<file path="config.mk">
export PLATFORM = sky130hd
export DESIGN_NAME = dcyf_unpack
export DESIGN_NICKNAME = d
export VERILOG_FILES = /design/src/day_count_year_fraction_assert.svh /design/src/dcyf_pkg.sv /design/src/dcyf_unpack.sv
export SDC_FILE = /design/constraint.sdc
export NUM_CORES = 2
export LEC_CHECK = 0
export ABC_AREA = 1
export BUFFER_PORTS_ARGS = -buffer_cell sky130_fd_sc_hd__buf_2
export CELL_PAD_IN_SITES_DETAIL_PLACEMENT = 2
export CELL_PAD_IN_SITES_GLOBAL_PLACEMENT = 2
export CORE_ASPECT_RATIO = 1.4
export CORE_MARGIN = 2
export CORE_UTILIZATION = 36
export CTS_CLUSTER_DIAMETER = 40
export DETAILED_ROUTE_END_ITERATION = 8
export PLACE_DENSITY = 0.83
export SYNTH_ARGS = -nofsm -noshare
export SYNTH_HDL_FRONTEND = slang
export SYNTH_SLANG_ARGS = --single-unit
</file>
<file path="constraint.sdc">
create_clock -name clk -period 8.2 [get_ports clk]
set_input_delay 0.82 -clock clk [delete_from_list [all_inputs] [get_ports clk]]
set_output_delay 0.82 -clock clk [all_outputs]
set_load 0.05 [all_outputs]
</file>
<file path="src/day_count_year_fraction_assert.svh">
// ----------------------------------------------------------------------------
// day_count_year_fraction_assert.svh
// Assertion macros shared by the day-count year-fraction RTL.
// ----------------------------------------------------------------------------
`ifndef DAY_COUNT_YEAR_FRACTION_ASSERT_SVH
`define DAY_COUNT_YEAR_FRACTION_ASSERT_SVH
`ifndef SYNTHESIS
`define DCYF_ASSERT_IMP(name, ante, cons) \
  name: assert property (@(posedge clk) disable iff (!rst_n) (ante) |-> (cons)) \
    else $error("dcyf: same-cycle check failed");
`define DCYF_ASSERT_NXT(name, ante, cons) \
  name: assert property (@(posedge clk) disable iff (!rst_n) (ante) |=> (cons)) \
    else $error("dcyf: next-cycle check failed");
`else
`define DCYF_ASSERT_IMP(name, ante, cons)
`define DCYF_ASSERT_NXT(name, ante, cons)
`endif
`endif

</file>
<file path="src/dcyf_pkg.sv">
// ----------------------------------------------------------------------------
// dcyf_pkg
// Types, codes and calendar tables for the day-count year-fraction block.
// ----------------------------------------------------------------------------
`default_nettype none

package dcyf_pkg;

  localparam logic [3:0] CONV_ACT360   = 4'd0;
  localparam logic [3:0] CONV_ACT365F  = 4'd1;
  localparam logic [3:0] CONV_ACT365NL = 4'd2;
  localparam logic [3:0] CONV_ISDA     = 4'd3;
  localparam logic [3:0] CONV_ICMA     = 4'd4;
  localparam logic [3:0] CONV_30US     = 4'd5;
  localparam logic [3:0] CONV_30E      = 4'd6;
  localparam logic [3:0] CONV_30EISDA  = 4'd7;
  localparam logic [3:0] CONV_ONE      = 4'd8;

  localparam logic [1:0] CFG_CONVENTION = 2'd0;
  localparam logic [1:0] CFG_EVENTS     = 2'd1;

  localparam int MAG_W = 24;  // numerator magnitude
  localparam int DEN_W = 27;  // denominator, up to 15 * 2^23
  localparam int DT_W  = 25;  // signed day differences

  // floor(x/100) = (x * RECIP100) >> RECIP_SHIFT for x below 2^15
  localparam logic [17:0] RECIP100    = 18'd167773;
  localparam int          RECIP_SHIFT = 24;

  localparam logic [22:0] DAY_LIMIT = 23'd3652059;

  localparam logic [4:0] MONTH_LEN [12] = '{5'd31, 5'd28, 5'd31, 5'd30, 5'd31, 5'd30,
                                            5'd31, 5'd31, 5'd30, 5'd31, 5'd30, 5'd31};
  // days before the first of each month, January based
  localparam logic [8:0] CUM_JAN [12] = '{9'd0, 9'd31, 9'd59, 9'd90, 9'd120, 9'd151,
                                          9'd181, 9'd212, 9'd243, 9'd273, 9'd304, 9'd334};
  // days before the first of each month, March based
  localparam logic [8:0] CUM_MAR [12] = '{9'd0, 9'd31, 9'd61, 9'd92, 9'd122, 9'd153,
                                          9'd184, 9'd214, 9'd245, 9'd275, 9'd306, 9'd337};

  typedef struct packed {
    logic [13:0] y;
    logic [3:0]  m;
    logic [4:0]  d;
    logic        leap;
    logic        eom;
    logic [8:0]  doy;   // zero-based day of year
    logic [12:0] lc;    // leap-day count before the date, offset
    logic [23:0] s;     // day serial
  } date_rec_t;

  typedef struct packed {
    logic        sign;
    logic        one;
    logic        zero;
    logic [13:0] whole;
    logic [22:0] day_total;
  } side_t;

endpackage

`default_nettype wire

</file>
<file path="src/dcyf_unpack.sv">
// ----------------------------------------------------------------------------
// dcyf_unpack
// Three-stage date decode: clamp fields, leap test, day serial.
// ----------------------------------------------------------------------------
`default_nettype none

module dcyf_unpack (
  input  logic                 clk,
  input  logic                 rst_n,
  input  logic                 en,
  input  logic                 valid_i,
  input  logic [22:0]          date_i [4],
  input  logic [1:0]           flags_i,
  output logic                 valid_o,
  output dcyf_pkg::date_rec_t  rec_o [4],
  output logic [1:0]           flags_o
);

  logic       v1_r, v2_r, v3_r;
  logic [1:0] f1_r, f2_r, f3_r;

  always_ff @(posedge clk) begin
    if (!rst_n) begin
      v1_r <= 1'b0;
      v2_r <= 1'b0;
      v3_r <= 1'b0;
    end else if (en) begin
      v1_r <= valid_i;
      v2_r <= v1_r;
      v3_r <= v2_r;
    end
  end

  always_ff @(posedge clk) begin
    if (en) begin
      f1_r <= flags_i;
      f2_r <= f1_r;
      f3_r <= f2_r;
    end
  end

  assign valid_o = v3_r;
  assign flags_o = f3_r;

  for (genvar g = 0; g < 4; g++) begin : g_lane
    logic [13:0] y;
    logic [3:0]  mr, m;
    logic [14:0] yy;
    logic [32:0] p_yy, p_y;

    logic [13:0] y1_r;
    logic [3:0]  m1_r;
    logic [4:0]  dr1_r;
    logic [14:0] yy1_r;
    logic [7:0]  qyy1_r, qy1_r;

    logic        leap;
    logic [4:0]  dim, d;
    logic [3:0]  mm;
    logic [8:0]  part;

    dcyf_pkg::date_rec_t rec2_nxt, rec2_r, rec3_nxt, rec3_r;
    logic [14:0] yy2_r;
    logic [8:0]  part2_r;

    // stage 1: field clamp and reciprocal products for /100
    always_comb begin
      y    = date_i[g][22:9];
      mr   = date_i[g][8:5];
      m    = (mr == 4'd0) ? 4'd1 : ((mr > 4'd12) ? 4'd12 : mr);
      yy   = {1'b0, y} + ((m < 4'd3) ? 15'd399 : 15'd400);
      p_yy = 33'(yy) * 33'(dcyf_pkg::RECIP100);
      p_y  = 33'(y) * 33'(dcyf_pkg::RECIP100);
    end

    always_ff @(posedge clk) begin
      if (en) begin
        y1_r   <= y;
        m1_r   <= m;
        dr1_r  <= date_i[g][4:0];
        yy1_r  <= yy;
        qyy1_r <= p_yy[dcyf_pkg::RECIP_SHIFT +: 8];
        qy1_r  <= p_y[dcyf_pkg::RECIP_SHIFT +: 8];
      end
    end

    // stage 2: leap year, day clamp, leap-day count, partial serial
    always_comb begin
      leap = (y1_r[1:0] == 2'b00) &&
             (({1'b0, y1_r} != 15'(qy1_r) * 15'd100) || (qy1_r[1:0] == 2'b00));
      dim  = (m1_r == 4'd2 && leap) ? 5'd29 : dcyf_pkg::MONTH_LEN[m1_r - 4'd1];
      d    = (dr1_r == 5'd0) ? 5'd1 : ((dr1_r > dim) ? dim : dr1_r);
      mm   = (m1_r < 4'd3) ? (m1_r + 4'd9) : (m1_r - 4'd3);
      part = dcyf_pkg::CUM_MAR[mm] + 9'(d) - 9'd1;

      rec2_nxt      = '0;
      rec2_nxt.y    = y1_r;
      rec2_nxt.m    = m1_r;
      rec2_nxt.d    = d;
      rec2_nxt.leap = leap;
      rec2_nxt.eom  = (d == dim);
      rec2_nxt.doy  = dcyf_pkg::CUM_JAN[m1_r - 4'd1] + 9'(m1_r >= 4'd3 && leap)
                      + 9'(d) - 9'd1;
      rec2_nxt.lc   = 13'(yy1_r >> 2) - 13'(qyy1_r) + 13'(qyy1_r >> 2);
    end

    always_ff @(posedge clk) begin
      if (en) begin
        rec2_r  <= rec2_nxt;
        yy2_r   <= yy1_r;
        part2_r <= part;
      end
    end

    // stage 3: serial = 365*yy + leap days + day within the March year
    always_comb begin
      rec3_nxt   = rec2_r;
      rec3_nxt.s = 24'(yy2_r) * 24'd365 + 24'(rec2_r.lc) + 24'(part2_r);
    end

    always_ff @(posedge clk) begin
      if (en) begin
        rec3_r <= rec3_nxt;
      end
    end

    assign rec_o[g] = rec3_r;
  end

endmodule

`default_nettype wire

</file>
==> summary.md <==
| Metric | Value |
|---|---|
| Final Skew | about 86 ps |
| Worst reg-to-reg path cell count | 37 |
| Starting Density | a little over a third |
| Seq/Total Area, Yosys | between 20% and 30% |
| Initial antenna violation count | 22 |
| Clk_lat worst skew | approximately 850 ps |
| Hold_buf cts | 0 |
| Most used routing layer | met2 |
| R2r setup slk | 200 ps |
| Area growth syn-to-layout | 13.8% |
| Ys async rst share | 0% |
| Final setup viols | 0 |
| Slowest stage cell, crit path | edfxtp_1 |
| Critical path arrival | 8530 ps |
| Synth area leaders | edfxtp_1, fa_1, ha_1 |
| Die footprint | approximately 250000 sq um |
| CTS tree | built |
| Clk root buf | clkbuf_16 |
| R2R Path End | g_lane[0].rec2_r[45]$_DFFE_PP_ |
| Chip height | 590 microns |
| Flops & latches, synth | approximately 790 |
| # IOs | a little under 400 |
| GRT met3 Usage | 3.36% |
| Share of post-route cells with drive strength above 1 | under 10% |
| Final max-slew violation count | 0 |
| Critical Path End Type | flop |
| Postcts setup bufs | 0 |
| Cell taking the most area after synthesis | edfxtp_1 |
| Largest net degree at the start of global routing | 146 |
| Total number of yosys warnings | 0 |
| Starting DRC count in detailed routing | ~2.2k |
| Max-Cap Viols | 0 |
| Post-synth EDFFs | between 700 and 800 |
| Post-layout util | between 40% and 50% |
| Vias in the first global route | between 70k and 80k |
| Post-route insts no fill | about 13k |
| Depth of the worst hold-timing path | 1 |
| CP max stage delay | 520 ps |
| Startpoint types | flop |
| Total Routed Length | between 300 and 400 mm |
| Routed len/inst | 24.0 microns |
| Buffers on Ports | between 300 and 400 |
| Num Clock Sinks | 793 |
| Worst path required time | roughly 8700 ps |
| CTS max path bufs | 4 |
| GRT Residual Overflow | 0 |
| Post-Syn Nets | ~11k |
| Met1 Usage GRT | between 20% and 30% |
| Vias per cell | roughly 5.1 |
| CTS Buf Count | 147 |
| First-pass GRT wire length | 466 mm |
| Die width | approximately 420 microns |
| Final Cycle Share | between 90% and 100% |
| Mapped Cells | ~8.6k |
| Core Rows | approximately 210 |
| Main flop type after synthesis | edfxtp_1 |
| Outcome | complete, no violations |
| Reg2reg start | g_lane[0].qy1_r[2]$_DFFE_PP_ |
| FF+latch area | around 24000 sq um |
| Worst path buffer plus inverter count | 8 |
| Count of cell types in the netlist | 59 |
| Slew @ Worst Pin | roughly 1100 ps |
| Leading cell types in the layout, fill and taps excluded | inv_1, ha_1, fa_1 |
| Slew HR | ~26% |
| FMAX | 125 MHz |
| Clock-pin slew on the worst setup and hold paths | 60 ps |
| Syn_area_per_cell | 10.3 sq um |
| Worst Hold Path EP | g_lane[2].dr1_r[4]$_DFFE_PP_ |
| Via Count | between 60k and 70k |
| Post-DP HPWL | 250 mm |
| Met2 global-route usage | between 40% and 50% |
| Antenna Nets Post-Route | 0 |
| Crit Path Class | flop to flop |
| Final net count | 12.0k |
| H-Tree Depth | 4 |
| Gpl congestion | about 0.91 |
| Critical path's top delay family | adder cells |
| Crit path max fanout | 5 |
| Commonest non-fill, non-tap cell in the layout | inv_1 |
| Area of the multi-input gates | ~56000 sq um |
| Placed cells | approximately 12k |
| Final min period | ~8000 ps |
| Core region area | roughly 240000 sq um |
| Min-Delay Path Class | input port to flop |
| Post-cts sizing count | 0 |
| Hold Startpoint | date_i[27] |
| GRT Resource Usage Total | between 20% and 30% |
| Fill count | 25.9k |
| Post-Syn Area | ~88000 sq um |
| DRC | 0 |
| Drt pass-1 iters | 7 |
| Final Hold Vio Count | 0 |
| Share of the synthesized area in the top cell type | between 20 and 30% |
state kept, by name (all words and copies together) (netlist names):
signal          cells
g_lane.m1_r        16
g_lane.part2_r     36
g_lane.y1_r        56
v1_r                1
g_lane.dr1_r       20
f2_r                2
v2_r                1
rec_o             284
g_lane.yy2_r       60
g_lane.qy1_r       32
f1_r                2
g_lane.rec2_r     188
g_lane.yy1_r       60
flags_o             2
valid_o             1
g_lane.qyy1_r      32
layout make-up:
cell class                      instances  share of cell area, %
Inverter                             2326                   8.70
Antenna cell                            5                 0.0125
Clock inverter                         92                   1.01
Timing Repair Buffer                  570                   3.37
Clock buffer                          161                   3.80
Multi-Input combinational cell       5449                   55.4
Sequential cell                       793                   23.7
Tap cell                             3240                   4.04
worst max-delay path by stage:
stage | cells past startpoint | endpoint | start | slack [ps]
after floorplan | 30 | g_lane[2].qyy1_r[3]$_DFFE_PP_ | date_i[28] | 680
after global placement | 37 | g_lane[2].qyy1_r[3]$_DFFE_PP_ | date_i[28] | 160
after detailed placement | 33 | g_lane[1].qyy1_r[4]$_DFFE_PP_ | date_i[52] | -260
after CTS | 36 | g_lane[0].rec2_r[45]$_DFFE_PP_ | g_lane[0].qy1_r[2]$_DFFE_PP_ | 130
after global routing | 38 | g_lane[0].rec2_r[44]$_DFFE_PP_ | g_lane[0].qy1_r[2]$_DFFE_PP_ | -20
final | 37 | g_lane[0].rec2_r[45]$_DFFE_PP_ | g_lane[0].qy1_r[2]$_DFFE_PP_ | 200
cell families after synthesis:
family / Yosys count / synth area share, %
xor+xnor: 347 / 3.46
fa+ha+maj: 2632 / 46.1
buf+inv: 2352 / 10.0
compound gates: 936 / 6.10
simple gates: 1534 / 7.38
flops: 793 / 27.0
stage by stage:
step	setup WS, ps	hold WS, ps	cell area (sq um)	setup TNS [ps]
finish	196	176	100000	0
global route	-24.3	127	100000	-24.3
CTS	132	110	100000	0
detailed placement	-256	405	95500	-2720
global placement	158	400	95500	0
floorplan	679	400	88200	0
routing by layer:
metal	part of all wire, %	wire length (microns)	vias up
met3	3.4	10300	858
met2	55	167000	1457
met1	35	106000	32907
met5	0.055	167	-
li1	-	-	28921
met4	6.6	19900	24
Yosys cell counts, drive strengths merged (2+ instances only):
| library cell | instances |
|---|---|
| clkbuf | 22 |
| a31o | 4 |
| o31ai | 20 |
| a221oi | 9 |
| nand4 | 51 |
| and2 | 2 |
| or2 | 17 |
| xnor2 | 92 |
| nand3 | 187 |
| o211ai | 23 |
| nor3 | 67 |
| a21boi | 20 |
| inv | 2326 |
| a21o | 36 |
| a211oi | 7 |
| nand2 | 841 |
| o21a | 22 |
| o221ai | 10 |
| dfxtp | 3 |
| nor3b | 3 |
| o21bai | 39 |
| a31oi | 37 |
| buf | 4 |
| xor2 | 255 |
| nand3b | 18 |
| a21oi | 444 |
| o22ai | 10 |
| nor4 | 20 |
| fa | 1022 |
| nor2 | 321 |
| o2111ai | 4 |
| and3 | 5 |
| edfxtp | 790 |
| ha | 1610 |
| o21ai | 243 |
| a2111oi | 2 |
Power is left out: the tool's default activity adds up to more than one toggle a clock period on the data nets, which glitch-free logic cannot reach.
