$ cat config.mk
export PLATFORM = sky130hd
export DESIGN_NAME = dcyf_select
export DESIGN_NICKNAME = d
export VERILOG_FILES = /design/src/day_count_year_fraction_assert.svh /design/src/dcyf_pkg.sv /design/src/dcyf_select.sv
export SDC_FILE = /design/constraint.sdc
export NUM_CORES = 2
export LEC_CHECK = 0
export BUFFER_PORTS_ARGS = -buffer_cell sky130_fd_sc_hd__buf_2
export CAP_MARGIN = 0
export CORE_ASPECT_RATIO = 0.75
export CORE_UTILIZATION = 25
export CTS_BUF_LIST = sky130_fd_sc_hd__clkbuf_4 sky130_fd_sc_hd__clkbuf_8
export DETAILED_ROUTE_END_ITERATION = 16
export REMOVE_ABC_BUFFERS = 1
export SLEW_MARGIN = 25
export SYNTH_ARGS = -nofsm -noshare
export SYNTH_HDL_FRONTEND = slang
export SYNTH_SLANG_ARGS = --single-unit
$ cat constraint.sdc
create_clock -name clk -period 21.5 [get_ports clk]
set_clock_uncertainty 0.15 [all_clocks]
set_input_delay 4.3 -clock clk [delete_from_list [all_inputs] [get_ports clk]]
set_output_delay 4.3 -clock clk [all_outputs]
set_load 0.03 [all_outputs]
$ cat src/day_count_year_fraction_assert.svh
// ----------------------------------------------------------------------------
// day_count_year_fraction_assert.svh
// Assertion macros shared by the day-count year-fraction RTL.
// ----------------------------------------------------------------------------
`ifndef DAY_COUNT_YEAR_FRACTION_ASSERT_SVH
`define DAY_COUNT_YEAR_FRACTION_ASSERT_SVH
`ifndef SYNTHESIS
`define DCYF_ASSERT_IMP(name, ante, cons) \
  name: assert property (@(posedge clk) disable iff (!rst_n) (ante) |-> (cons)) \
    else $error("dcyf: same-cycle check failed");
`define DCYF_ASSERT_NXT(name, ante, cons) \
  name: assert property (@(posedge clk) disable iff (!rst_n) (ante) |=> (cons)) \
    else $error("dcyf: next-cycle check failed");
`else
`define DCYF_ASSERT_IMP(name, ante, cons)
`define DCYF_ASSERT_NXT(name, ante, cons)
`endif
`endif

$ cat src/dcyf_pkg.sv
// ----------------------------------------------------------------------------
// dcyf_pkg
// Types, codes and calendar tables for the day-count year-fraction block.
// ----------------------------------------------------------------------------
`default_nettype none

package dcyf_pkg;

  localparam logic [3:0] CONV_ACT360   = 4'd0;
  localparam logic [3:0] CONV_ACT365F  = 4'd1;
  localparam logic [3:0] CONV_ACT365NL = 4'd2;
  localparam logic [3:0] CONV_ISDA     = 4'd3;
  localparam logic [3:0] CONV_ICMA     = 4'd4;
  localparam logic [3:0] CONV_30US     = 4'd5;
  localparam logic [3:0] CONV_30E      = 4'd6;
  localparam logic [3:0] CONV_30EISDA  = 4'd7;
  localparam logic [3:0] CONV_ONE      = 4'd8;

  localparam logic [1:0] CFG_CONVENTION = 2'd0;
  localparam logic [1:0] CFG_EVENTS     = 2'd1;

  localparam int MAG_W = 24;  // numerator magnitude
  localparam int DEN_W = 27;  // denominator, up to 15 * 2^23
  localparam int DT_W  = 25;  // signed day differences

  // floor(x/100) = (x * RECIP100) >> RECIP_SHIFT for x below 2^15
  localparam logic [17:0] RECIP100    = 18'd167773;
  localparam int          RECIP_SHIFT = 24;

  localparam logic [22:0] DAY_LIMIT = 23'd3652059;

  localparam logic [4:0] MONTH_LEN [12] = '{5'd31, 5'd28, 5'd31, 5'd30, 5'd31, 5'd30,
                                            5'd31, 5'd31, 5'd30, 5'd31, 5'd30, 5'd31};
  // days before the first of each month, January based
  localparam logic [8:0] CUM_JAN [12] = '{9'd0, 9'd31, 9'd59, 9'd90, 9'd120, 9'd151,
                                          9'd181, 9'd212, 9'd243, 9'd273, 9'd304, 9'd334};
  // days before the first of each month, March based
  localparam logic [8:0] CUM_MAR [12] = '{9'd0, 9'd31, 9'd61, 9'd92, 9'd122, 9'd153,
                                          9'd184, 9'd214, 9'd245, 9'd275, 9'd306, 9'd337};

  typedef struct packed {
    logic [13:0] y;
    logic [3:0]  m;
    logic [4:0]  d;
    logic        leap;
    logic        eom;
    logic [8:0]  doy;   // zero-based day of year
    logic [12:0] lc;    // leap-day count before the date, offset
    logic [23:0] s;     // day serial
  } date_rec_t;

  typedef struct packed {
    logic        sign;
    logic        one;
    logic        zero;
    logic [13:0] whole;
    logic [22:0] day_total;
  } side_t;

endpackage

`default_nettype wire

$ cat src/dcyf_select.sv
// ----------------------------------------------------------------------------
// dcyf_select
// Order the dates, form day count, numerator and denominator per convention.
// ----------------------------------------------------------------------------
`default_nettype none

module dcyf_select #(
  parameter int FRACTION_BITS = 32,
  parameter int NUM_W         = dcyf_pkg::MAG_W + FRACTION_BITS + 1
) (
  input  logic                      clk,
  input  logic                      rst_n,
  input  logic                      en,
  input  logic [3:0]                convention,
  input  logic [3:0]                coupon_freq,
  input  logic                      valid_i,
  input  dcyf_pkg::date_rec_t       rec_i [4],
  input  logic [1:0]                flags_i,
  output logic                      valid_o,
  output logic [NUM_W-1:0]          num_o,
  output logic [dcyf_pkg::DEN_W-1:0] den_o,
  output dcyf_pkg::side_t           side_o
);

  localparam int DTW = dcyf_pkg::DT_W;

  // ---- stage 1: swap, differences --------------------------------------
  dcyf_pkg::date_rec_t a, b, ra, rb, rs, re;
  logic               swap, va, vb;
  logic [22:0]        diff, rd;
  logic signed [DTW-1:0] dt_nl, t30, dt, yd, md, dd, rdi;
  logic [4:0]         td1, td2;
  logic [8:0]         ta, tb;
  logic [13:0]        w;

  logic               v1_r, neg1_r, same1_r, la1_r, lb1_r;
  logic [3:0]         conv1_r, f1_r;
  logic [22:0]        diff1_r, rd1_r;
  logic signed [DTW-1:0] dt1_r;
  logic [8:0]         ta1_r, tb1_r;
  logic [13:0]        w1_r;

  always_comb begin
    swap = rec_i[1].s < rec_i[0].s;
    a    = swap ? rec_i[1] : rec_i[0];
    b    = swap ? rec_i[0] : rec_i[1];
    ra   = swap ? rec_i[3] : rec_i[2];
    rb   = swap ? rec_i[2] : rec_i[3];
    va   = swap ? flags_i[1] : flags_i[0];
    vb   = swap ? flags_i[0] : flags_i[1];
    diff = 23'(b.s - a.s);

    dt_nl = $signed(DTW'(diff)) - ($signed(DTW'(b.lc)) - $signed(DTW'(a.lc)));

    td1 = a.d;
    td2 = b.d;
    case (convention)
      dcyf_pkg::CONV_30US: begin
        if (a.d == 5'd31) td1 = 5'd30;
        if (b.d == 5'd31 && td1 >= 5'd30) td2 = 5'd30;
      end
      dcyf_pkg::CONV_30E: begin
        if (a.d == 5'd31) td1 = 5'd30;
        if (b.d == 5'd31) td2 = 5'd30;
      end
      default: begin
        if (a.eom) td1 = 5'd30;
        if (b.eom && b.m != 4'd2) td2 = 5'd30;
      end
    endcase
    yd  = $signed(DTW'(b.y)) - $signed(DTW'(a.y));
    md  = $signed(DTW'(b.m)) - $signed(DTW'(a.m));
    dd  = $signed(DTW'(td2)) - $signed(DTW'(td1));
    t30 = yd * 25'sd360 + md * 25'sd30 + dd;

    case (convention)
      dcyf_pkg::CONV_ACT365NL: dt = dt_nl;
      dcyf_pkg::CONV_30US,
      dcyf_pkg::CONV_30E,
      dcyf_pkg::CONV_30EISDA:  dt = t30;
      default:                 dt = $signed(DTW'(diff));
    endcase

    // reference period; a non-positive length falls back to the actual one
    rs  = va ? ra : a;
    re  = vb ? rb : b;
    rdi = $signed(DTW'(re.s)) - $signed(DTW'(rs.s));
    rd  = (rdi <= 0) ? diff : rdi[22:0];

    ta = (a.leap ? 9'd366 : 9'd365) - a.doy;
    tb = b.doy;
    w  = b.y - a.y - 14'd1;
  end

  always_ff @(posedge clk) begin
    if (!rst_n) v1_r <= 1'b0;
    else if (en) v1_r <= valid_i;
  end

  always_ff @(posedge clk) begin
    if (en) begin
      conv1_r <= convention;
      f1_r    <= (coupon_freq == 4'd0) ? 4'd1 : coupon_freq;
      neg1_r  <= swap;
      diff1_r <= diff;
      dt1_r   <= dt;
      rd1_r   <= rd;
      same1_r <= (a.y == b.y);
      la1_r   <= a.leap;
      lb1_r   <= b.leap;
      ta1_r   <= ta;
      tb1_r   <= tb;
      w1_r    <= w;
    end
  end

  // ---- stage 2: numerator magnitude, denominator, day total --------------
  logic signed [DTW-1:0] n, tot;
  logic [8:0]   d1, d2;
  logic [dcyf_pkg::MAG_W-1:0] mag, nabs;
  logic [dcyf_pkg::DEN_W-1:0] den;
  logic         fneg;
  dcyf_pkg::side_t side2_nxt, side2_r;
  logic         v2_r;
  logic [dcyf_pkg::MAG_W-1:0] mag2_r;
  logic [dcyf_pkg::DEN_W-1:0] den2_r;

  always_comb begin
    d1 = la1_r ? 9'd366 : 9'd365;
    d2 = lb1_r ? 9'd366 : 9'd365;
    case (conv1_r)
      dcyf_pkg::CONV_ACT365NL,
      dcyf_pkg::CONV_30US,
      dcyf_pkg::CONV_30E,
      dcyf_pkg::CONV_30EISDA: n = dt1_r;
      default:                n = $signed(DTW'(diff1_r));
    endcase
    fneg = n[DTW-1];
    nabs = fneg ? 24'(-n) : 24'(n);

    mag = nabs;
    side2_nxt       = '0;
    side2_nxt.whole = 14'd0;
    case (conv1_r)
      dcyf_pkg::CONV_ACT360,
      dcyf_pkg::CONV_30US,
      dcyf_pkg::CONV_30E,
      dcyf_pkg::CONV_30EISDA: den = 27'd360;
      dcyf_pkg::CONV_ISDA: begin
        if (same1_r) begin
          den = 27'(d1);
        end else begin
          den = 27'(18'(d1) * 18'(d2));
          mag = 24'(19'(ta1_r) * 19'(d2) + 19'(tb1_r) * 19'(d1));
          side2_nxt.whole = w1_r;
        end
      end
      dcyf_pkg::CONV_ICMA: den = 27'(f1_r) * 27'(rd1_r);
      dcyf_pkg::CONV_ONE:  den = 27'd1;
      default:             den = 27'd365;
    endcase

    tot = neg1_r ? -dt1_r : dt1_r;
    if (tot > $signed(DTW'(dcyf_pkg::DAY_LIMIT))) tot = $signed(DTW'(dcyf_pkg::DAY_LIMIT));
    if (tot < -$signed(DTW'(dcyf_pkg::DAY_LIMIT))) tot = -$signed(DTW'(dcyf_pkg::DAY_LIMIT));

    side2_nxt.sign      = neg1_r ^ fneg;
    side2_nxt.one       = (conv1_r == dcyf_pkg::CONV_ONE);
    side2_nxt.zero      = (diff1_r == 23'd0);
    side2_nxt.day_total = tot[22:0];
  end

  always_ff @(posedge clk) begin
    if (!rst_n) v2_r <= 1'b0;
    else if (en) v2_r <= v1_r;
  end

  always_ff @(posedge clk) begin
    if (en) begin
      mag2_r  <= mag;
      den2_r  <= den;
      side2_r <= side2_nxt;
    end
  end

  // ---- stage 3: rounding bias, numerator scaled to fixed point -----------
  logic                       v3_r;
  logic [NUM_W-1:0]           num3_r;
  logic [dcyf_pkg::DEN_W-1:0] den3_r;
  dcyf_pkg::side_t            side3_r;

  always_ff @(posedge clk) begin
    if (!rst_n) v3_r <= 1'b0;
    else if (en) v3_r <= v2_r;
  end

  always_ff @(posedge clk) begin
    if (en) begin
      num3_r  <= (NUM_W'(mag2_r) << FRACTION_BITS) + NUM_W'(den2_r >> 1);
      den3_r  <= den2_r;
      side3_r <= side2_r;
    end
  end

  assign valid_o = v3_r;
  assign num_o   = num3_r;
  assign den_o   = den3_r;
  assign side_o  = side3_r;

endmodule

`default_nettype wire

==> results.json <==
{
  "hold_start": "mag2_r[15]$_DFFE_PP_",
  "tns_ps": 0,
  "period_needed_ps": 14600,
  "worst_slack_ps": 6900,
  "ys_warn_count": 0,
  "netlist_top_cells_count": "inv_1 (429), nand2_1 (330), edfxtp_1 (297)",
  "dp_hpwl_mm": 79.4,
  "boundaryPins": 423,
  "num_rows": 112,
  "grt_pass1_vias": 24500,
  "core_sq_um": 125000,
  "die_area_sq_um": 128000,
  "io_buffers": 321,
  "cts_setup_buffers": 0,
  "clk_pin_slew_ps": 60,
  "cts.sinks": 300,
  "rsz0062_at_grt": "false",
  "synth_top_area_share": 0.281,
  "use_met1": 0.213,
  "firstDrtPassIters": 6,
  "reg2reg_from": "la1_r$_DFFE_PP_",
  "cts-htree-levels": 2,
  "max_freq_mhz": 68.5,
  "yosys.cell_count.top_type": "inv_1",
  "synth_area_per_cell_sq_um": 9.20,
  "grt_pass1_wl_mm": 146,
  "cts_hold_buf": 0,
  "drt.antenna.violating_nets": 0,
  "placed_cells": 5309,
  "critPathArrivalTime_ps": 14860,
  "cpMaxStageDelayCell": "inv_4",
  "synth_cells": 3446,
  "cpMostUsedCell": "ha_1",
  "fill_cells": 13200,
  "hold_violations": 0,
  "yosys-top-cells-area": "edfxtp_1 (28%), fa_1 (12%), ha_1 (12%), inv_1 (5.1%), xnor2_1 (4.1%)",
  "syn_to_final_growth_pct": 13.8,
  "final_cell_area_sq_um": 36100,
  "yosys.area.top_type": "edfxtp_1",
  "path_max_fanout": 67,
  "cts-resized-gates": 0,
  "drt-initial-drc-count": 2056,
  "grt_max_degree": 79,
  "critPathMaxStageDelay_ps": 640,
  "overflow": 0,
  "totalWireLength_mm": 96.3,
  "ys_ff_latch": 300,
  "worstSkewPairLatency_ps": 720,
  "syn_area_sq_um": 31700,
  "nNetsFinal": 4491,
  "hold_class": "reg2reg",
  "seq_area_frac_synth": 0.283,
  "worstSetupPathType": "in2reg",
  "synth_edf_count": 297,
  "grt_use_total": 0.148,
  "worstSetupStartpoint": "rec_i[222]",
  "slew_headroom": 0.351,
  "status": "completed",
  "use_met2": 0.222,
  "vias": 25500,
  "busiest_layer": "met2",
  "synthArstFlopShare": 0,
  "dpl_cell_area_sq_um": 34900,
  "die_h_microns": 310,
  "cp.required_ps": 21770,
  "drive_gt1_frac": 0.137,
  "tightest_slew_ps": 970,
  "drc_errors": 0,
  "finalCritPeriodShare": 0.679,
  "use_met3": 0.0349,
  "antenna_found_initial": 13,
  "globalplace.congestion": 0.907,
  "root_buffer": "clkbuf_8",
  "final_cell_count_no_fill": 5409,
  "critPathCaptureType": "flop",
  "setup_viol": 0,
  "cts_made_buffers": 53,
  "slew_violations": 0,
  "start_util": 0.253,
  "clockBufferDepth": 3,
  "wl_per_cell_microns": 17.8,
  "startpoint_type": "primary input",
  "dp_slack_ps": 6210,
  "max_cap_viol_count": 0,
  "vias_per_cell": 4.72,
  "die_w_microns": 413,
  "cts_tree": "yes",
  "synth_flop_cell": "edfxtp_1",
  "synth_cell_type_count": 97
}
-- cells in the final DEF (no fill, tap or decap), types with 11 or more instances in the layout --
master and count:
ha_1 292, buf_2 320, a21oi_1 186, and2_1 87, clkbuf_4 14, a31oi_1 29
mux2i_1 52, xor2_1 101, o31ai_1 45, a211oi_1 14, fa_1 190, or3_1 27
o221ai_1 12, nand4_1 11, o21ai_0 167, nor2b_1 90, inv_1 429, o21bai_1 26
nand2b_1 56, nor2_1 184, buf_4 33, nand2_1 330, a21o_1 55, edfxtp_1 297
o21a_1 14, mux2_2 22, xnor2_1 149, nor3_1 84, or2_2 21, o211ai_1 26
a22oi_1 13, and3_1 21, maj3_1 16, o22ai_1 13, nor4_1 14, nand3_1 62
clkbuf_8 56, clkinv_1 11
-- stage by stage --
step | hold slack [ps] | utilization
6_report | 264 | 0.288
5_1_grt | 263 | 0.288
4_1_cts | 264 | 0.288
3_5_place_dp | 255 | 0.279
3_3_place_gp | 253 | 0.279
2_1_floorplan | 250 | -
-- worst paths after layout --
check                               to  slack [ps]  depth (start not counted)
setup / recovery   dt1_r[23]$_DFFE_PP_        6900                         41
hold / removal     num_o[47]$_DFFE_PP_         260                          0
setup reg to reg  mag2_r[16]$_DFFE_PP_       14480                         22
hold reg to reg    num_o[47]$_DFFE_PP_         260                          0
-- worst max-delay path: cells and delay by family --
kind                       cells  cell delay (ps)
AOI/OAI and AO/OA             18             4070
adders and majority gates      9             3280
buffers and inverters          7             1310
and+or+nand+nor                5              970
xor gates and xnor gates       2              860
-- routing by layer --
layer,wire length [microns],part of all wire,vias up
li1,-,-,12400
met1,45800,0.48,12200
met2,40700,0.42,757
met3,7680,0.080,99
met4,2060,0.021,8
met5,55,0.00057,-
-- sequential cells by signal, indices dropped and copies added (netlist names), 4 cells and up --
signal,cells
tb1_r,9
side2_r,40
den2_r,27
num_o,25
diff1_r,23
ta1_r,9
rd1_r,23
mag2_r,24
dt1_r,25
side_o,40
f1_r,4
den_o,26
conv1_r,4
w1_r,14
-- final cells by class --
type                    instances  area (sq um)  area share
multi-input cells            2571         20400       0.565
flip-flops and latches        300          8980       0.249
well taps                    1653          2070      0.0573
repair buffers                354          1860      0.0517
inverters                     431          1620      0.0449
clock buffers                  70           876      0.0243
clock inverters                27           278     0.00770
diodes                          3          7.51    0.000208
-- logic make-up (layout without fill, tap and decap cells) --
kind of cell,count (synthesis),after routing,share of synthesized area
AO/OA/AOI/OAI,720,720,0.150
other,1,12,0.000118
multiplexers,76,76,0.0251
flip-flops,300,300,0.283
XOR/XNOR,251,251,0.0699
AND/OR/NAND/NOR,1017,1017,0.156
buffers and inverters,583,882,0.0756
adder cells (fa/ha/maj),498,498,0.240
Power is not shown: default switching activity piles up to over one toggle a cycle in this logic, so the estimate is an artifact.
